## src/rtl/core/aqi_pkg.sv

```systemverilog
// Shared package for the air quality index calculator.
// Holds the pollutant breakpoint tables, the transaction payload structs and the categories.
// Depends on nothing; every module of the block imports it.
package aqi_pkg;

	localparam int CONC_BITS   = 16;
	localparam int IDX_BITS    = 13;
	localparam int ROWS        = 6;
	localparam int ROW_BITS    = $clog2(ROWS);
	localparam int SEG_IDX_BITS = 10;

	// Concentration offset within one segment never exceeds the widest span (249.0).
	localparam int DIFF_BITS   = 12;
	// Reciprocal slope in fixed point; the shift keeps the truncated quotient exact
	// for every offset within a segment.
	localparam int RECIP_SHIFT = 23;
	localparam int RECIP_BITS  = 29;
	// Interpolated part of a sub-index is at most 100.0 points.
	localparam int QUOT_BITS   = 10;

	localparam logic [IDX_BITS-1:0] IDX_ABOVE          = IDX_BITS'(5000);
	localparam logic [IDX_BITS-1:0] LIMIT_GOOD         = IDX_BITS'(500);
	localparam logic [IDX_BITS-1:0] LIMIT_SATISFACTORY = IDX_BITS'(1000);
	localparam logic [IDX_BITS-1:0] LIMIT_MODERATE     = IDX_BITS'(2000);
	localparam logic [IDX_BITS-1:0] LIMIT_POOR         = IDX_BITS'(3000);
	localparam logic [IDX_BITS-1:0] LIMIT_VERY_POOR    = IDX_BITS'(4000);

	typedef enum logic [2:0] {
		CAT_GOOD,
		CAT_SATISFACTORY,
		CAT_MODERATE,
		CAT_POOR,
		CAT_VERY_POOR,
		CAT_SEVERE
	} aqi_cat_t;

	typedef enum logic [1:0] {
		POL_PM25,
		POL_CO,
		POL_NO2
	} aqi_pol_t;

	// One breakpoint row: concentration bounds in tenths, index bounds in whole points.
	typedef struct packed {
		logic [CONC_BITS-1:0]    clo;
		logic [CONC_BITS-1:0]    chi;
		logic [SEG_IDX_BITS-1:0] ilo;
		logic [SEG_IDX_BITS-1:0] ihi;
	} aqi_seg_t;

	typedef aqi_seg_t aqi_tab_t [ROWS];

	localparam aqi_tab_t PM25_TAB = '{
		'{16'd0,    16'd300,  10'd0,   10'd50},
		'{16'd310,  16'd600,  10'd51,  10'd100},
		'{16'd610,  16'd900,  10'd101, 10'd200},
		'{16'd910,  16'd1200, 10'd201, 10'd300},
		'{16'd1210, 16'd2500, 10'd301, 10'd400},
		'{16'd2510, 16'd5000, 10'd401, 10'd500}
	};

	localparam aqi_tab_t CO_TAB = '{
		'{16'd0,   16'd10,  10'd0,   10'd50},
		'{16'd11,  16'd20,  10'd51,  10'd100},
		'{16'd21,  16'd100, 10'd101, 10'd200},
		'{16'd101, 16'd170, 10'd201, 10'd300},
		'{16'd171, 16'd340, 10'd301, 10'd400},
		'{16'd341, 16'd500, 10'd401, 10'd500}
	};

	localparam aqi_tab_t NO2_TAB = '{
		'{16'd0,    16'd400,  10'd0,   10'd50},
		'{16'd410,  16'd800,  10'd51,  10'd100},
		'{16'd810,  16'd1800, 10'd101, 10'd200},
		'{16'd1810, 16'd2800, 10'd201, 10'd300},
		'{16'd2810, 16'd4000, 10'd301, 10'd400},
		'{16'd4010, 16'd5000, 10'd401, 10'd500}
	};

	function automatic aqi_seg_t seg_row(aqi_pol_t pol, int row);
		aqi_seg_t seg;
		case (pol)
			POL_PM25: seg = PM25_TAB[row[ROW_BITS-1:0]];
			POL_CO:   seg = CO_TAB[row[ROW_BITS-1:0]];
			POL_NO2:  seg = NO2_TAB[row[ROW_BITS-1:0]];
			default:  seg = '0;
		endcase
		return seg;
	endfunction

	typedef struct packed {
		logic [CONC_BITS-1:0] pm25_tenths;
		logic [CONC_BITS-1:0] co_tenths;
		logic [CONC_BITS-1:0] no2_tenths;
	} aqi_sample_t;

	typedef struct packed {
		logic [IDX_BITS-1:0] index_tenths;
		aqi_cat_t            category;
		logic [IDX_BITS-1:0] pm25_index_tenths;
		logic [IDX_BITS-1:0] co_index_tenths;
		logic [IDX_BITS-1:0] no2_index_tenths;
	} aqi_result_t;

endpackage

```

## src/rtl/core/aqi_subidx.sv

```systemverilog
// Sub-index of one pollutant: segment search and linear interpolation.
// Depends on aqi_pkg for the breakpoint tables and the fixed-point constants.
module aqi_subidx #(
	parameter aqi_pkg::aqi_pol_t POL = aqi_pkg::POL_PM25
) (
	input  logic [aqi_pkg::CONC_BITS-1:0] conc,
	output logic [aqi_pkg::IDX_BITS-1:0]  sub_index
);
	import aqi_pkg::*;

	localparam int PROD_BITS = DIFF_BITS + RECIP_BITS;

	logic [ROWS-1:0]       at_or_below;
	logic [ROWS-1:0]       at_or_above;
	logic [DIFF_BITS-1:0]  diff_row  [ROWS];
	logic [RECIP_BITS-1:0] recip_row [ROWS];
	logic [IDX_BITS-1:0]   base_row  [ROWS];
	logic [IDX_BITS-1:0]   gap_row   [ROWS];

	logic [ROW_BITS-1:0]   row;
	logic                  hit;
	logic [PROD_BITS-1:0]  product;
	logic [QUOT_BITS-1:0]  quotient;

	for (genvar i = 0; i < ROWS; i++) begin : g_row
		localparam aqi_seg_t SEG = seg_row(POL, i);
		localparam int PREV = (i > 0) ? i - 1 : 0;
		localparam aqi_seg_t SEG_PREV = seg_row(POL, PREV);
		localparam longint unsigned SLOPE = (longint'(SEG.ihi) - longint'(SEG.ilo)) * 10;
		localparam longint unsigned SPAN = longint'(SEG.chi) - longint'(SEG.clo);
		// Rounded-up reciprocal, so truncating the product gives the exact floor.
		localparam longint unsigned RECIP = ((SLOPE << RECIP_SHIFT) + SPAN - 1) / SPAN;
		localparam longint unsigned BASE = longint'(SEG.ilo) * 10;
		localparam longint unsigned GAP = (i > 0) ? longint'(SEG_PREV.ihi) * 10 : 0;

		assign at_or_below[i] = (conc <= SEG.chi);
		assign at_or_above[i] = (conc >= SEG.clo);
		assign diff_row[i]    = DIFF_BITS'(conc - SEG.clo);
		assign recip_row[i]   = RECIP_BITS'(RECIP);
		assign base_row[i]    = IDX_BITS'(BASE);
		assign gap_row[i]     = IDX_BITS'(GAP);
	end

	// The first row whose upper bound is not exceeded owns the concentration.
	always_comb begin
		row = '0;
		hit = 1'b0;
		for (int i = ROWS - 1; i >= 0; i--) begin
			if (at_or_below[i]) begin
				row = ROW_BITS'(i);
				hit = 1'b1;
			end
		end
	end

	assign product  = PROD_BITS'(diff_row[row]) * PROD_BITS'(recip_row[row]);
	assign quotient = product[RECIP_SHIFT +: QUOT_BITS];

	// A concentration between two rows takes the upper index of the row below.
	always_comb begin
		if (!hit) begin
			sub_index = IDX_ABOVE;
		end else if (at_or_above[row]) begin
			sub_index = base_row[row] + IDX_BITS'(quotient);
		end else begin
			sub_index = gap_row[row];
		end
	end

endmodule

```

## src/rtl/core/aqi_rank.sv

```systemverilog
// Overall index and category from the three pollutant sub-indices.
// Depends on aqi_pkg for the result struct and the category limits.
module aqi_rank (
	input  logic [aqi_pkg::IDX_BITS-1:0] pm25_index,
	input  logic [aqi_pkg::IDX_BITS-1:0] co_index,
	input  logic [aqi_pkg::IDX_BITS-1:0] no2_index,
	output aqi_pkg::aqi_result_t         result
);
	import aqi_pkg::*;

	logic [IDX_BITS-1:0] pm_co_max;
	logic [IDX_BITS-1:0] overall;
	aqi_cat_t            category;

	assign pm_co_max = (co_index > pm25_index) ? co_index : pm25_index;
	assign overall   = (no2_index > pm_co_max) ? no2_index : pm_co_max;

	always_comb begin
		if (overall <= LIMIT_GOOD) begin
			category = CAT_GOOD;
		end else if (overall <= LIMIT_SATISFACTORY) begin
			category = CAT_SATISFACTORY;
		end else if (overall <= LIMIT_MODERATE) begin
			category = CAT_MODERATE;
		end else if (overall <= LIMIT_POOR) begin
			category = CAT_POOR;
		end else if (overall <= LIMIT_VERY_POOR) begin
			category = CAT_VERY_POOR;
		end else begin
			category = CAT_SEVERE;
		end
	end

	assign result.index_tenths      = overall;
	assign result.category          = category;
	assign result.pm25_index_tenths = pm25_index;
	assign result.co_index_tenths   = co_index;
	assign result.no2_index_tenths  = no2_index;

endmodule

```

## src/rtl/core/air_quality_index_calc_unit.sv

```systemverilog
// Top level of the air quality index calculator.
// Instantiates aqi_subidx (one per pollutant) and aqi_rank; uses aqi_pkg for payload types.
//
// How to use this block:
// The sample channel (sample_valid, sample_stall, sample) carries one transaction of three
// averaged concentrations in tenths: PM2.5, CO and NO2. The result channel (result_valid,
// result_stall, result) returns exactly one transaction per sample with the three
// sub-indices, the overall index (their maximum) in tenths, and its category.
// A transaction moves at a rising clock edge where valid is high and stall is low.
// The sample is captured in an input register, the breakpoint search, one constant-slope
// multiply per pollutant and the max/category logic run in one pass, and the result register
// holds the answer. Throughput is one transaction per cycle while the receiver does not stall;
// the single pass between the two registers sets that figure, as no unit is shared
// between samples.
// When the receiver stalls, the result register holds its transaction unchanged. The input
// register still takes one more sample, so sample_stall only rises once both registers
// are full, and it drops in the cycle the receiver takes the result.
// Reset (arst_n low) empties both registers at once; the block keeps no other state and is
// ready for a sample as soon as reset is released.
module air_quality_index_calc_unit (
	input  logic                 clk,
	input  logic                 arst_n,
	input  logic                 sample_valid,
	output logic                 sample_stall,
	input  aqi_pkg::aqi_sample_t sample,
	output logic                 result_valid,
	input  logic                 result_stall,
	output aqi_pkg::aqi_result_t result
);
	import aqi_pkg::*;

	logic        vld_s1;
	aqi_sample_t sample_s1;
	logic        vld_s2;
	aqi_result_t result_s2;

	logic        load_s1;
	logic        load_s2;

	logic [IDX_BITS-1:0] pm25_index;
	logic [IDX_BITS-1:0] co_index;
	logic [IDX_BITS-1:0] no2_index;
	aqi_result_t         result_next;

	// The output stage can take a new transaction when it is empty or being drained;
	// the input stage moves whenever it is empty or the output stage takes from it.
	assign load_s2      = !vld_s2 || !result_stall;
	assign load_s1      = !vld_s1 || load_s2;
	assign sample_stall = !load_s1;

	always_ff @(posedge clk or negedge arst_n) begin
		if (!arst_n) begin
			vld_s1 <= 1'b0;
			vld_s2 <= 1'b0;
		end else begin
			if (load_s1) begin
				vld_s1 <= sample_valid;
			end
			if (load_s2) begin
				vld_s2 <= vld_s1;
			end
		end
	end

	always_ff @(posedge clk) begin
		if (load_s1 && sample_valid) begin
			sample_s1 <= sample;
		end
		if (load_s2 && vld_s1) begin
			result_s2 <= result_next;
		end
	end

	aqi_subidx #(
		.POL(POL_PM25)
	) u_pm25 (
		.conc      (sample_s1.pm25_tenths),
		.sub_index (pm25_index)
	);

	aqi_subidx #(
		.POL(POL_CO)
	) u_co (
		.conc      (sample_s1.co_tenths),
		.sub_index (co_index)
	);

	aqi_subidx #(
		.POL(POL_NO2)
	) u_no2 (
		.conc      (sample_s1.no2_tenths),
		.sub_index (no2_index)
	);

	aqi_rank u_rank (
		.pm25_index (pm25_index),
		.co_index   (co_index),
		.no2_index  (no2_index),
		.result     (result_next)
	);

	assign result_valid = vld_s2;
	assign result       = result_s2;

	// A sample waiting in the input register reaches the output once the receiver is free.
	a_s1_advances: assert property (@(posedge clk) disable iff (!arst_n)
		vld_s1 && !result_stall |=> result_valid)
		else $error("input stage transaction did not advance to the output");

	// The overall index is one of the sub-indices and no smaller than any of them.
	a_index_is_max: assert property (@(posedge clk) disable iff (!arst_n)
		result_valid |-> (result.index_tenths >= result.pm25_index_tenths)
			&& (result.index_tenths >= result.co_index_tenths)
			&& (result.index_tenths >= result.no2_index_tenths)
			&& ((result.index_tenths == result.pm25_index_tenths)
				|| (result.index_tenths == result.co_index_tenths)
				|| (result.index_tenths == result.no2_index_tenths)))
		else $error("overall index is not the maximum sub-index");

	// The category agrees with the index at both ends of the scale.
	a_category_ends: assert property (@(posedge clk) disable iff (!arst_n)
		result_valid |-> ((result.index_tenths <= LIMIT_GOOD) == (result.category == CAT_GOOD))
			&& ((result.index_tenths > LIMIT_VERY_POOR) == (result.category == CAT_SEVERE)))
		else $error("category does not match the overall index");

	// No sub-index can exceed the top of the scale.
	a_index_range: assert property (@(posedge clk) disable iff (!arst_n)
		result_valid |-> (result.index_tenths <= IDX_ABOVE))
		else $error("overall index above 500.0");

endmodule
```

## config.mk

```make
export PLATFORM = sky130hd
export DESIGN_NAME = air_quality_index_calc_unit
export DESIGN_NICKNAME = d
export VERILOG_FILES = /design/src/rtl/core/aqi_pkg.sv /design/src/rtl/core/aqi_subidx.sv /design/src/rtl/core/aqi_rank.sv /design/src/rtl/core/air_quality_index_calc_unit.sv
export SDC_FILE = /design/constraint.sdc
export NUM_CORES = 2
export LEC_CHECK = 0
export ABC_AREA = 1
export BUFFER_PORTS_ARGS = -buffer_cell sky130_fd_sc_hd__buf_2
export CAP_MARGIN = 20
export CORE_AREA = 5 5 253 255
export DETAILED_ROUTE_END_ITERATION = 8
export DIE_AREA = 0 0 258 260
export PLACE_DENSITY = 0.82
export SYNTH_ARGS = -nofsm -noshare
export SYNTH_HDL_FRONTEND = slang
export SYNTH_SLANG_ARGS = --single-unit
export TNS_END_PERCENT = 100
```

## constraint.sdc

```tcl
create_clock -name clk -period 12.6 [get_ports clk]
set_input_delay 2.52 -clock clk [delete_from_list [all_inputs] [get_ports clk]]
set_output_delay 2.52 -clock clk [all_outputs]
set_load 0.05 [all_outputs]
```

# Yosys cells after proc, flatten, opt, wreduce, memory -nomap -nowiden
# Memory sizes are Yosys's and may differ from the RTL's.
# Index checks and enable logic that the tools add are counted.
# Widths: inputs -> output; s select.
# word_totals
memories,9
input_bits,52
romBits,1320
word_cells,185
ff_bits,105
output_inout_bits,57
# mem_list
memory,depth,width,rd,rd_ports_with_merged_regs,wr,line_no,rtl
(name not given),8,29,1,0,0,aqi_subidx.sv:56,assign product = PROD_BITS'(diff_row[row]) * PROD_BITS'(recip_row[row]);
(name not given),8,29,1,0,0,aqi_subidx.sv:56,
(name not given),8,29,1,0,0,aqi_subidx.sv:56,
(name not given),8,13,1,0,0,aqi_subidx.sv:64,sub_index = base_row[row] + IDX_BITS'(quotient);
(name not given),8,13,1,0,0,aqi_subidx.sv:66,sub_index = gap_row[row];
(name not given),8,13,1,0,0,aqi_subidx.sv:64,
+3 memories,--,--,--,--,--,--,
# op_classes
n_bitwise,3
n_reduce_logical,10
mul,3
magnitude_cmp,49
addsub,18
mux,81
# ops
operator,count
$mux 13,20
$mux 29,6
$bmux 12 s3,3
$mul 12x29->33,3
$mux 12,6
$le 16x9->1 const B,4
$mux 3,18
$ge 16x1->1 const B,3
$ge 16x10->1 const B,3
$ge 16x12->1 const B,3
$ge 16x9->1 const B,3
$le 16x10->1 const B,3
$le 16x12->1 const B,3
$add 13x10->13,3
$sub 12x10->12 const B,3
$sub 12x12->12 const B,3
$sub 12x9->12 const B,3
$ge 16x11->1 const B,2
$le 16x11->1 const B,2
$le 16x13->1 const B,2
$gt 13x13->1,2
$le 13x12->1 const B,2
$sub 12x11->12 const B,2
$mux 1,23
25 further kinds,39

# Longest topological paths before layout
# depth
depth_word,24
depth_mapped,97
depth_no_buf,93

# Hierarchy
# Synthesis repeated with hierarchy kept, for this count alone.
# unflattened
hier_cells,4740
hier_area_um2,35899.4
# by_module_without_submodules
mod,instances,seq_area_each_um2,area_per_inst_um2,cells_per_inst
aqi_subidx at u_co,1,0.0,11115.7,1546
aqi_subidx at u_pm25,1,0.0,11005.6,1552
aqi_subidx at u_no2,1,0.0,8670.8,1201
air_quality_index_calc_unit,1,3143.0,3188.1,115
aqi_rank,1,0.0,1919.3,326

# Worst setup path before layout
# Ideal clock, no wire load.
# synth_path
kind,register -> register
startpoint,register sample_s1[42] in the netlist's numbering
endpoint,"register result_s2, in the netlist result[39] (data pin)"
path_buffers,6
setup_slack_ns,-0.158
stages_incl_launch_ff,84
period_less_slack_ns,12.758
setup_ns,0.259
arrival_time_ns,12.499
required_ns,12.341
cell_sequence,edfxtp_1 inv_2 nand2_2 nor2_1 nand3_1 nand2_1 nand2_4 nand3_2 nand2_1 nand2_2 nand2_4 nand2_4 buf_6 buf_6 buf_2 ha_1 inv_1 nor2_1 [48 not listed] nor2_1 o21a_1 o21bai_1 a21oi_1 or2_2 o21ai_0 inv_1 buf_2 nand2_1 nand2_1 nor2_1 nand3_1 nor2_1 nand3_1 nand2_1 nand2_2 nand2_1 a21oi_2
# synth_lines
element,line_no,rtl
from (decl),air_quality_index_calc_unit.sv:33,aqi_sample_t sample_s1;
from (signal assigned),air_quality_index_calc_unit.sv:67,sample_s1 <= sample;
to (signal assigned),air_quality_index_calc_unit.sv:70,result_s2 <= result_next;
to (decl),air_quality_index_calc_unit.sv:35,aqi_result_t result_s2;

==> flow_metrics.tcl <==
set metrics [dict create \
    dieArea_um2 67100 \
    first_pass_iters 8 \
    r2r-start "sample_s1[33]$_DFFE_PP_" \
    clkTransAtPathRegs_ns 0.08 \
    area_growth_pct 22.7 \
    grt_usage_pct 31.9 \
    drt-total-wl_mm 111 \
    start_util_pct 54.6 \
    num_rows 91 \
    crit_path_top_delay_cell "fa_1" \
    r2r_slack_ns 0.02 \
    io_pins 109 \
    clock_sinks 105 \
    finClkSkew_ns 0.0166 \
    cp_max_fo 11 \
    cts_tree "yes" \
    viasPerCell 5.55 \
    mostFrequentLayoutCells "inv_1, nand2_1, fa_1" \
    cts_root_buf "clkbuf_16" \
    synth-async-reset-ratio_pct 1.90 \
    fmax_mhz 79.5 \
    setup.worst_path.class "flip-flop to flip-flop" \
    min_period_ns 12.58 \
    fin_crit_sh_pct 99.8 \
    die_x_um 258 \
    synthFlopType "edfxtp_1" \
    grt_pass1_wl_mm 169 \
    drt_iter0_drc 2703 \
    fin_nets 5767 \
    antenna_found_initial 2 \
    synth_area_um2 33500 \
    ys_types 76 \
    worstPathArrival_ns 12.72 \
    syn_area_per_cell_um2 7.88 \
    die_y_um 260 \
    antenna_left 0 \
    core_um2 61400 \
    worstPathRequired_ns 12.75 \
    grt_pass1_vias 31500 \
    synth_top_area_cell "fa_1" \
    seq_area_frac_synth_pct 9.38 \
    slowest_delay_ns 0.56 \
    port-buffer-count 108 \
    synth_area_leaders "fa_1, ha_1, inv_1" \
    drive_gt1_share_pct 26.3 \
    yosys.area_share.simple_pct 20.5 \
    grt_setup_unrepaired "true" \
    setup-violations-final 0 \
    hold_path.class "flip-flop to flip-flop" \
    final-max-slew-violation-count 0 \
    clock_path_buffers 2 \
    synth_top_family_by_area "adder cells" \
    grt_max_degree 56 \
    ff2ff_path_depth 68 \
    endpoint "result[39]$_SDFFCE_PP0P_" \
    ys_warn_count 0 \
    final_common_cell "inv_1" \
    hold_slack_ns 0.505 \
    synth_compound_area_share_pct 7.73 \
    worst_pin_slew_ns 1.11 \
    place_congestion 1.06 \
    crit_start "sample_s1[33]$_DFFE_PP_" \
    muxShareOfSynthArea_pct 0 \
    insertion_delay_ns 0.39 \
    start_kind "flip-flop" \
    drv_cap 0 \
    run_status "finished, final reports clean" \
    htreeDepth 3 \
    synth_xor_area_share_pct 2.27 \
    hold_viol 0 \
    syn-instance-count 4254 \
    synth_edf_count 103 \
    wl_per_cell_um 19.7 \
    endpoint_kind "flip-flop" \
    overflow 0 \
    synthAdderAreaFrac_pct 46.5 \
    relSlewSlack_pct 26.1 \
    r2r_end "result[39]$_SDFFCE_PP0P_" \
    dp.final_hpwl_mm 92.8 \
    drcViolationCount 0 \
    yosys.area.top_type_share_pct 34.9 \
    synth_seq_cells 105 \
    vias 31200 \
    cts_buffers 9 \
]
==> routing by layer <==
metal / track usage [%] / vias up / routed length, µm
li1: - / 14100 / -
met1: 40.7 / 15100 / 42100
met2: 53.6 / 1583 / 52500
met3: 7.04 / 377 / 10400
met4: 11.9 / 0 / 5890
met5: 0 / - / 0
==> registers in the layout, indices dropped and copies added, names as in the netlist <==
signal	count
result_valid	1
vld_s1	1
result	55
sample_s1	48
==> how the worst min path moves through the flow <==
stage / cells after the start / end / from
final: 2 / result_valid$_DFFE_PN0P_ / vld_s1$_DFFE_PN0N_
after global routing: 2 / result_valid$_DFFE_PN0P_ / vld_s1$_DFFE_PN0N_
after CTS: 2 / result_valid$_DFFE_PN0P_ / vld_s1$_DFFE_PN0N_
after detailed placement: 2 / result_valid$_DFFE_PN0P_ / vld_s1$_DFFE_PN0N_
after global placement: 2 / result_valid$_DFFE_PN0P_ / vld_s1$_DFFE_PN0N_
after floorplan: 2 / result_valid$_DFFE_PN0P_ / vld_s1$_DFFE_PN0N_
==> worst max-delay path: cells and delay by family, from the launching register on <==
family          cells  cell delay, ns
simple gates       19            2.64
buf+inv            16            1.86
xor+xnor            3            0.58
flops               1            0.40
compound gates     19            2.76
fa+ha+maj          11            4.08
==> metrics by stage <==
step | instance area, µm² | std cells | setup TNS (ns) | setup WS [ns] | utilization, %
after floorplan | 33500 | 4255 | 0 | 0.0446 | -
after global placement | 37700 | 5476 | -0.685 | -0.243 | 61.4
after detailed placement | 37700 | 5476 | -0.790 | -0.285 | 61.4
after CTS | 38100 | 5501 | 0 | 0.00412 | 62.2
after global routing | 41100 | 5615 | -1.92 | -0.614 | 67.0
final | 41100 | 5616 | 0 | 0.0233 | 67.0
==> cells in the mapped netlist (all sizes together), types with 18 or more instances <==
master and number:
fa 584, xor2 66, nand4 55, xnor2 20, inv 1086, nand2 773
nor2 473, ha 311, o21ai 155, nand3 174, buf 47, o211ai 27
nor3 45, clkbuf 33, a21oi 148, or2 18, edfxtp 103
==> cell families after synthesis <==
logic type | Yosys count
AO/OA/AOI/OAI | 428
flip-flops | 105
other | 2
buffers and inverters | 1175
AND/OR/NAND/NOR | 1563
adder cells (fa/ha/maj) | 895
XOR/XNOR | 86
==> area by class of cell <==
type,count,area (µm²)
Timing Repair inverter,2,15.0
Timing Repair Buffer,630,4670
Sequential cell,105,3140
Clock buffer,9,225
Antenna cell,1,2.50
Inverter,1095,4180
Clock inverter,7,86.3
Multi-Input combinational cell,2977,27800
Tap cell,790,988
Fill cell,4882,20300
==> what timing repair did <==
item,CTS,global route
hold buffers,0,0
gates resized for setup,26,578
cloned,1,5
pin swaps,4,260
endpoints found under the setup margin,3,16
buffers inserted,8,108
Power is left out: the tool's default activity adds up to more than one toggle a clock period on the data nets, which glitch-free logic cannot reach.
